==> config.mk <==
export PLATFORM = sky130hd
export DESIGN_NAME = chi_mod_unit
export DESIGN_NICKNAME = d
export VERILOG_FILES = /design/src/rtl/cuckoo_hash_insert_three_way_top_assert.svh /design/src/rtl/chi_pkg.sv /design/src/rtl/chi_mod_unit.sv
export SDC_FILE = /design/constraint.sdc
export NUM_CORES = 1
export LEC_CHECK = 0
export BUFFER_PORTS_ARGS = -buffer_cell sky130_fd_sc_hd__buf_2
export CORE_AREA = 2 2 100 102
export DETAILED_ROUTE_END_ITERATION = 8
export DIE_AREA = 0 0 102 104
export PLACE_DENSITY = 0.52
export SLEW_MARGIN = 20
export SYNTH_ARGS = -nofsm -noshare
export SYNTH_HDL_FRONTEND = slang
export SYNTH_SLANG_ARGS = --single-unit
export TNS_END_PERCENT = 30
==> constraint.sdc <==
create_clock -name clk -period 4.5 [get_ports clk]
set_clock_uncertainty 0.15 [all_clocks]
set_input_delay 0.675 -clock clk [delete_from_list [all_inputs] [get_ports clk]]
set_output_delay 0.675 -clock clk [all_outputs]
set_load 0.1 [all_outputs]
==> src/rtl/cuckoo_hash_insert_three_way_top_assert.svh <==
// Assertion macros for the three-way cuckoo insert block.
// Included by the modules that carry concurrent checks.
`ifndef CUCKOO_HASH_INSERT_THREE_WAY_TOP_ASSERT_SVH
`define CUCKOO_HASH_INSERT_THREE_WAY_TOP_ASSERT_SVH
// Implication checked on every clock edge outside reset.
`define CHI_ASSERT_IMPL(lbl, clk, rst_n, ante, cons) \
  lbl: assert property (@(posedge clk) disable iff (!rst_n) (ante) |-> (cons)) \
    else $error("assertion failed");
// Next-cycle implication checked outside reset.
`define CHI_ASSERT_NEXT(lbl, clk, rst_n, ante, cons) \
  lbl: assert property (@(posedge clk) disable iff (!rst_n) (ante) |=> (cons)) \
    else $error("assertion failed");
`endif

==> src/rtl/chi_pkg.sv <==
// Package for the three-way cuckoo insert block: payload types, commands, sizes.
// No dependencies.
package chi_pkg;
  localparam int MAX_ITEMS   = 1024;
  localparam int TABLE_SLOTS = 2048;
  localparam int ITEM_W      = $clog2(MAX_ITEMS);
  localparam int SLOT_W      = $clog2(TABLE_SLOTS);
  localparam int SLICE_AW    = $clog2(3 * MAX_ITEMS);
  localparam int MOD_W       = 12;
  localparam int KICK_W      = 10;

  localparam logic [1:0] CMD_LOAD   = 2'd0;
  localparam logic [1:0] CMD_INSERT = 2'd1;
  localparam logic [1:0] CMD_READ   = 2'd2;

  localparam logic CFG_TABLE_SIZE = 1'b0;
  localparam logic CFG_MAX_KICKS  = 1'b1;

  localparam logic [MOD_W-1:0]  TABLE_SIZE_RST = 12'd1331;
  localparam logic [KICK_W-1:0] MAX_KICKS_RST  = 10'd500;

  typedef struct packed {
    logic [1:0]  cmd;
    logic [9:0]  item_number;
    logic [1:0]  slice_sel;
    logic [63:0] slice_data;
    logic [10:0] slot_number;
  } in_item_t;

  typedef struct packed {
    logic        status;
    logic [31:0] slot_key;
    logic [10:0] slot_value;
    logic [1:0]  slot_choice;
    logic [9:0]  kicks_used;
  } out_item_t;

  typedef struct packed {
    logic                  start;
    logic [31:0]           dividend;
    logic [MOD_W-1:0]      divisor;
  } mod_req_t;
endpackage

==> src/rtl/chi_mod_unit.sv <==
// Iterative modulo unit: one quotient bit per cycle; done is raised when the remainder is ready.
// Depends on chi_pkg.
module chi_mod_unit (
  input  logic                          clk,
  input  logic                          rst_n,
  input  chi_pkg::mod_req_t             req,
  output logic                          done,
  output logic [chi_pkg::MOD_W-1:0]     remainder
);
  import chi_pkg::*;

  logic [31:0]      dvd_r, dvd_nxt;
  logic [MOD_W:0]   rem_r, rem_nxt;
  logic [MOD_W-1:0] dvs_r, dvs_nxt;
  logic [5:0]       cnt_r, cnt_nxt;
  logic             busy_r, busy_nxt;
  logic             done_r, done_nxt;
  logic [MOD_W:0]   shifted;

  assign shifted = {rem_r[MOD_W-1:0], dvd_r[31]};

  always_comb begin
    dvd_nxt  = dvd_r;
    rem_nxt  = rem_r;
    dvs_nxt  = dvs_r;
    cnt_nxt  = cnt_r;
    busy_nxt = busy_r;
    done_nxt = 1'b0;
    if (req.start) begin
      dvd_nxt  = req.dividend;
      dvs_nxt  = req.divisor;
      rem_nxt  = '0;
      cnt_nxt  = 6'd32;
      busy_nxt = 1'b1;
    end else if (busy_r) begin
      dvd_nxt = {dvd_r[30:0], 1'b0};
      // restoring step: subtract when the partial remainder reaches the divisor
      if (shifted >= {1'b0, dvs_r}) rem_nxt = shifted - {1'b0, dvs_r};
      else rem_nxt = shifted;
      cnt_nxt = cnt_r - 6'd1;
      if (cnt_r == 6'd1) begin
        busy_nxt = 1'b0;
        done_nxt = 1'b1;
      end
    end
  end

  always_ff @(posedge clk) begin
    dvd_r <= dvd_nxt;
    rem_r <= rem_nxt;
    dvs_r <= dvs_nxt;
    cnt_r <= cnt_nxt;
    if (!rst_n) begin
      busy_r <= 1'b0;
      done_r <= 1'b0;
    end else begin
      busy_r <= busy_nxt;
      done_r <= done_nxt;
    end
  end

  assign done      = done_r;
  assign remainder = rem_r[MOD_W-1:0];
endmodule

==> results of run 1 <==
synthesized netlist by cell type, drive strengths merged, types with 6 or more instances:
master,n,area share
edfxtp,44,0.41
mux2,32,0.11
nor2,25,0.031
dfxtp,20,0.12
inv,17,0.020
ha,14,0.054
a211oi,11,0.032
a21oi,10,0.015
nand2,8,0.0093
xnor2,8,0.022
buf,6,0.0093
mux2i,6,0.019
worst register-to-register path: cells and delay by family, from the launching register on:
family	cells	cell delay [ps]
adders and majority gates	2	590
muxes	1	100
xor gates and xnor gates	1	160
DFF	1	360
buffers and inverters	2	150
AOI/OAI and AO/OA	4	1110
cell type report:
cell class	count	area share
clock buffers	10	0.0333
clock inverters	6	0.00978
inverters	17	0.0166
multi-input cells	170	0.367
flip-flops and latches	64	0.449
well taps	133	0.0434
repair buffers	61	0.0809
kinds of logic after synthesis:
family,Yosys count
compound gates,47
xor+xnor,12
fa+ha+maj,15
buf+inv,28
flops,64
mux,38
simple gates,58
registers in the layout, indices dropped and copies added (netlist names):
name,flops
dvs_r,12
dvd_r,32
done,1
cnt_r,6
busy_r,1
rem_r,12
stage by stage:
stage	setup slack, ps	cell area [um2]	power, mW
after detailed placement	1800	3670	1.12
after global routing	1550	3840	1.62
after CTS	1740	3840	1.55
after global placement	1780	3670	1.11
final	1790	3840	1.53
after floorplan	1510	3240	1.04
final timing paths:
path	start	to	slack (ps)	depth (start not counted)
worst max register to register	dvd_r[31]$_DFFE_PP_	rem_r[10]$_SDFFE_PP0P_	1790	10
worst min register to register	cnt_r[1]$_SDFFE_PP0P_	cnt_r[1]$_SDFFE_PP0P_	350	2
worst min-delay path	cnt_r[1]$_SDFFE_PP0P_	cnt_r[1]$_SDFFE_PP0P_	350	2
worst max-delay path	dvd_r[31]$_DFFE_PP_	rem_r[10]$_SDFFE_PP0P_	1790	10
power by group:
part           switching (mW)  internal, mW  total [mW]  leakage, nW
sequential             0.0279         0.695       0.723        0.605
combinational           0.235         0.144       0.380        0.849
clock                   0.226         0.197       0.423       0.0781
total                   0.489          1.04        1.53         1.53
per-layer routing:
| layer | vias to the layer above | wire length [um] | global-route usage |
|---|---|---|---|
| li1 | 1090 | - | - |
| met1 | 996 | 3020 | 0.175 |
| met2 | 42 | 2840 | 0.181 |
| met3 | 9 | 281 | 0.0363 |
| met4 | 0 | 124 | 0.0543 |
| met5 | - | 0 | 0 |
cell usage in the layout (no fill, tap or decap), drive strengths merged, types with 2 or more instances in the layout:
cell type / synthesis / final
buf: 6 / 61
edfxtp: 44 / 44
mux2: 32 / 32
nor2: 25 / 25
dfxtp: 20 / 20
inv: 17 / 17
ha: 14 / 14
a211oi: 11 / 11
a21oi: 10 / 10
clkbuf: 5 / 10
xnor2: 8 / 8
nand2: 8 / 8
mux2i: 6 / 6
o21ai: 5 / 5
nand3: 4 / 4
xor2: 4 / 4
or2: 3 / 3
nor2b: 3 / 3
o311ai: 3 / 3
nor3b: 3 / 3
clkinvlp: 0 / 3
clkinv: 0 / 3
o21bai: 2 / 2
nand2b: 2 / 2
a21o: 2 / 2
nor3: 2 / 2
nor4b: 2 / 2
a311oi: 2 / 2
==> out/results.tsv, run 1 <==
metric	value	unit
WL final	6.26	mm
register bit count reported by yosys	64	
Sequential Area	1720	um2
Die Height	104	um
Ports	60	
# DRC	0	
final setup fails	0	
Max Slew Vio Count	0	
NumNets Final	385	
sequential share of the synthesized area	0.531	
DRT iter0 DRCs	55	
Lkg Pwr	1.53	nW
TritonCTS clock tree	yes	
Hold WS	355	ps
top_reg_cell synth	edfxtp_1	
Layout Cells excl Fill	461	
setup_tns	0	ps
Slew Limit Headroom	0.442	
WP buf/inv	2	
Synth cell types	52	
largest net degree at the start of global routing	40	
Max-Cap Viols	0	
crit path max-delay cell type	fa_1	
post-synthesis mux area share	0.131	
crit-path max FO	3	
Ant. Diodes	0	
Synth Instances	262	
setup bufs post-CTS	0	
Worst-Margin Slew	838	ps
Synth warnings	0	
grt total ovfl	0	
Tmin final	2710	ps
syn nets	324	
CP endpoint kind	flip-flop	
Clock Tree Root	clkbuf_8	
worst path arrival time	2810	ps
via count	2137	
Avg Cell Area, Syn	12.4	um2
crit path kind	reg2reg	
Via-to-Cell Ratio	4.64	
unrepaired setup endpoints after global routing	no	
core area	9550	um2
dpl hpwl	4.40	mm
CTS sink count	64	
simple-gate share of the synthesized area	0.0903	
Synth Area in Compound Gates	0.121	
area occupied by multi-input gates	1410	um2
share of post-route cells with drive strength above 1	0.372	
clock slew at reported path FFs	70	ps
drt first pass iters	4	
Achievable Freq	0.369	GHz
EDFF count, synth	44	
VDD IR max	0.160	mV
Worst setup SP type	flip-flop	
Tightest Hold Check Type	reg2reg	
initial antenna violation count	0	
GRT Total Usage	0.126	
ANT nets after route	0	
Hold-fix buffers, CTS	0	
P&R area growth vs syn	18.3	%
Core Util, Final	0.402	
GP Congestion	0.753	
crit-path max cell delay	420	ps
number of cells after detailed placement	445	
vias in the first global route	2110	
Async S/R FF share, synth	0	
total CTS buffers	9	
Resize count post-CTS	0	
row cnt	36	
final hold vios	0	
die footprint	10600	um2
share of the clock period used by the worst path	0.602	
Post-Synth XOR/XNOR Area	0.0324	
chip width	102	um
Req. time, crit path	4600	ps
I/O Buffers	59	
Fill cells	947	
CP cell instances	inv_1, ha_1, inv_1, fa_1, a211oi_1, o21bai_1, a221oi_1, xnor2_1, mux2i_1, a211oi_1	
largest family of logic cells by synthesized area	multiplexers	
PwrDens	398	nW/um2
status	complete, no violations	
CTS HTree Levels	3	
Post-Synthesis Cell Area	3240	um2
WL per Instance	13.6	um
first-pass GRT wire length	10.4	mm
Post-Synth Adder-Cell Area	0.0602	
maximum clock path buffer count	2	
Initial Util	0.340	
Clk Latency, worst-skew pair	340	ps
delay-heaviest family, CP	compound AO/OA/AOI/OAI gates	
Power figures use the tool's default switching activity.
==> run 2, diff against run 1 <==
- PLACE_DENSITY: 0.52 -> 0.54
- clock period: 4.5 -> 2.4 ns (I/O delays scaled with it)
==> out/results.tsv, run 2 (synthesized netlist as in run 1, its figures left out) <==
metric	value	unit
largest net degree at the start of global routing	33	
WL per Instance	13.9	um
CP cell instances	inv_2, ha_4, a21o_1, a211o_1, a41oi_2, o31ai_4, buf_4, o311ai_0	
Ant. Diodes	0	
Die Height	104	um
# DRC	0	
Worst setup SP type	flip-flop	
crit path max-delay cell type	o311ai_0	
Lkg Pwr	1.77	nW
I/O Buffers	59	
crit-path max FO	8	
Via-to-Cell Ratio	4.62	
Max Slew Vio Count	0	
vias in the first global route	2387	
Achievable Freq	0.428	GHz
max FFs per register	32	
Fill cells	926	
die footprint	10600	um2
share of post-route cells with drive strength above 1	0.504	
first-pass GRT wire length	11.3	mm
final hold vios	0	
VDD IR max	0.476	mV
Max-Cap Viols	0	
Slew Limit Headroom	0.576	
GRT Total Usage	0.138	
TritonCTS clock tree	yes	
crit-path max cell delay	410	ps
Tightest Hold Check Type	in2reg	
Ports	60	
Hold-fix buffers, CTS	0	
unrepaired setup endpoints after global routing	yes	
grt total ovfl	0	
NumNets Final	422	
clock slew at reported path FFs	70	ps
Req. time, crit path	2450	ps
Layout Cells excl Fill	498	
CTS HTree Levels	3	
largest reg by FF count	dvd_r	
CP endpoint kind	flip-flop	
total CTS buffers	9	
status	complete, no violations	
P&R area growth vs syn	33.1	%
DRT iter0 DRCs	106	
most common cell after layout, fill and taps aside	buf_2	
Place WS	-168	ps
final setup fails	0	
Final WS setup	64.9	ps
drt first pass iters	4	
Clk Latency, worst-skew pair	340	ps
GP Congestion	0.813	
WP buf/inv	2	
highest-count cells in the layout ignoring fill and taps	buf_2 (59), edfxtp_1 (44), buf_4 (35)	
biggest regs	dvd_r: 32 flops, dvs_r: 12 flops, rem_r: 12 flops	
CTS sink count	64	
ANT nets after route	0	
PwrDens	751	nW/um2
Clock Tree Root	clkbuf_8	
Worst-Margin Slew	627	ps
Hold WS	37.2	ps
chip width	102	um
dpl hpwl	4.82	mm
delay-heaviest family, CP	compound AO/OA/AOI/OAI gates	
WL final	6.91	mm
row cnt	36	
crit path kind	reg2reg	
maximum clock path buffer count	2	
setup_tns	0	ps
core area	9550	um2
Tmin final	2340	ps
share of the clock period used by the worst path	0.973	
via count	2303	
worst path arrival time	2390	ps
number of cells after detailed placement	478	
initial antenna violation count	0	
Initial Util	0.340	
==> run 2: layer usage <==
metal / routed length [um] / GRT usage
met5: 0 / 0
met4: 70 / 0.0562
met3: 332 / 0.0470
met2: 3270 / 0.207
met1: 3230 / 0.183
==> run 2: path summary, 6_finish.rpt <==
path                         startpoint                     to  slack, ps  depth (start not counted)
setup reg to reg    dvs_r[10]$_DFFE_PP_  rem_r[8]$_SDFFE_PP0P_         60                          8
hold / removal                   req[2]     dvs_r[2]$_DFFE_PP_         40                          1
hold reg to reg   cnt_r[1]$_SDFFE_PP0P_  cnt_r[1]$_SDFFE_PP0P_        350                          2
setup / recovery    dvs_r[10]$_DFFE_PP_  rem_r[8]$_SDFFE_PP0P_         60                          8
==> run 2: where the power goes <==
group | switching [mW] | internal [mW] | total [mW] | leakage, nW
registers | 0.0462 | 1.30 | 1.35 | 0.612
clock network | 0.425 | 0.586 | 1.01 | 0.104
logic | 0.498 | 0.385 | 0.883 | 1.05
total | 0.969 | 2.27 | 3.24 | 1.77
==> run 2: worst reg2reg max path: cells and delay by family (launching register included) <==
kind | cells | cell delay [ps]
buffers and inverters | 2 | 260
adders and majority gates | 1 | 200
DFF | 1 | 370
AOI/OAI and AO/OA | 5 | 1220
==> run 2: cell type report <==
cell class,instances,area [um2],share of cell area
clock buffers,11,131,0.0304
clock inverters,5,81.3,0.0188
inverters,17,63.8,0.0148
multi-input cells,170,1490,0.344
flip-flops and latches,64,1760,0.408
well taps,133,166,0.0385
repair buffers,98,629,0.146
==> run 2: repair_timing <==
item	4_1_cts	5_1_grt
cloned	0	0
gates resized for setup	3	14
buffers inserted	2	2
endpoints found under the hold margin	0	0
endpoints found under the setup margin	12	9
pin swaps	3	13
==> run 2: through the flow <==
step / utilization / power [mW] / area (um2)
after CTS: 0.445 / 3.26 / 4250
final: 0.452 / 3.24 / 4320
after floorplan: - / 1.95 / 3290
after global routing: 0.452 / 3.42 / 4320
after detailed placement: 0.420 / 2.21 / 4010
after global placement: 0.420 / 2.20 / 4010
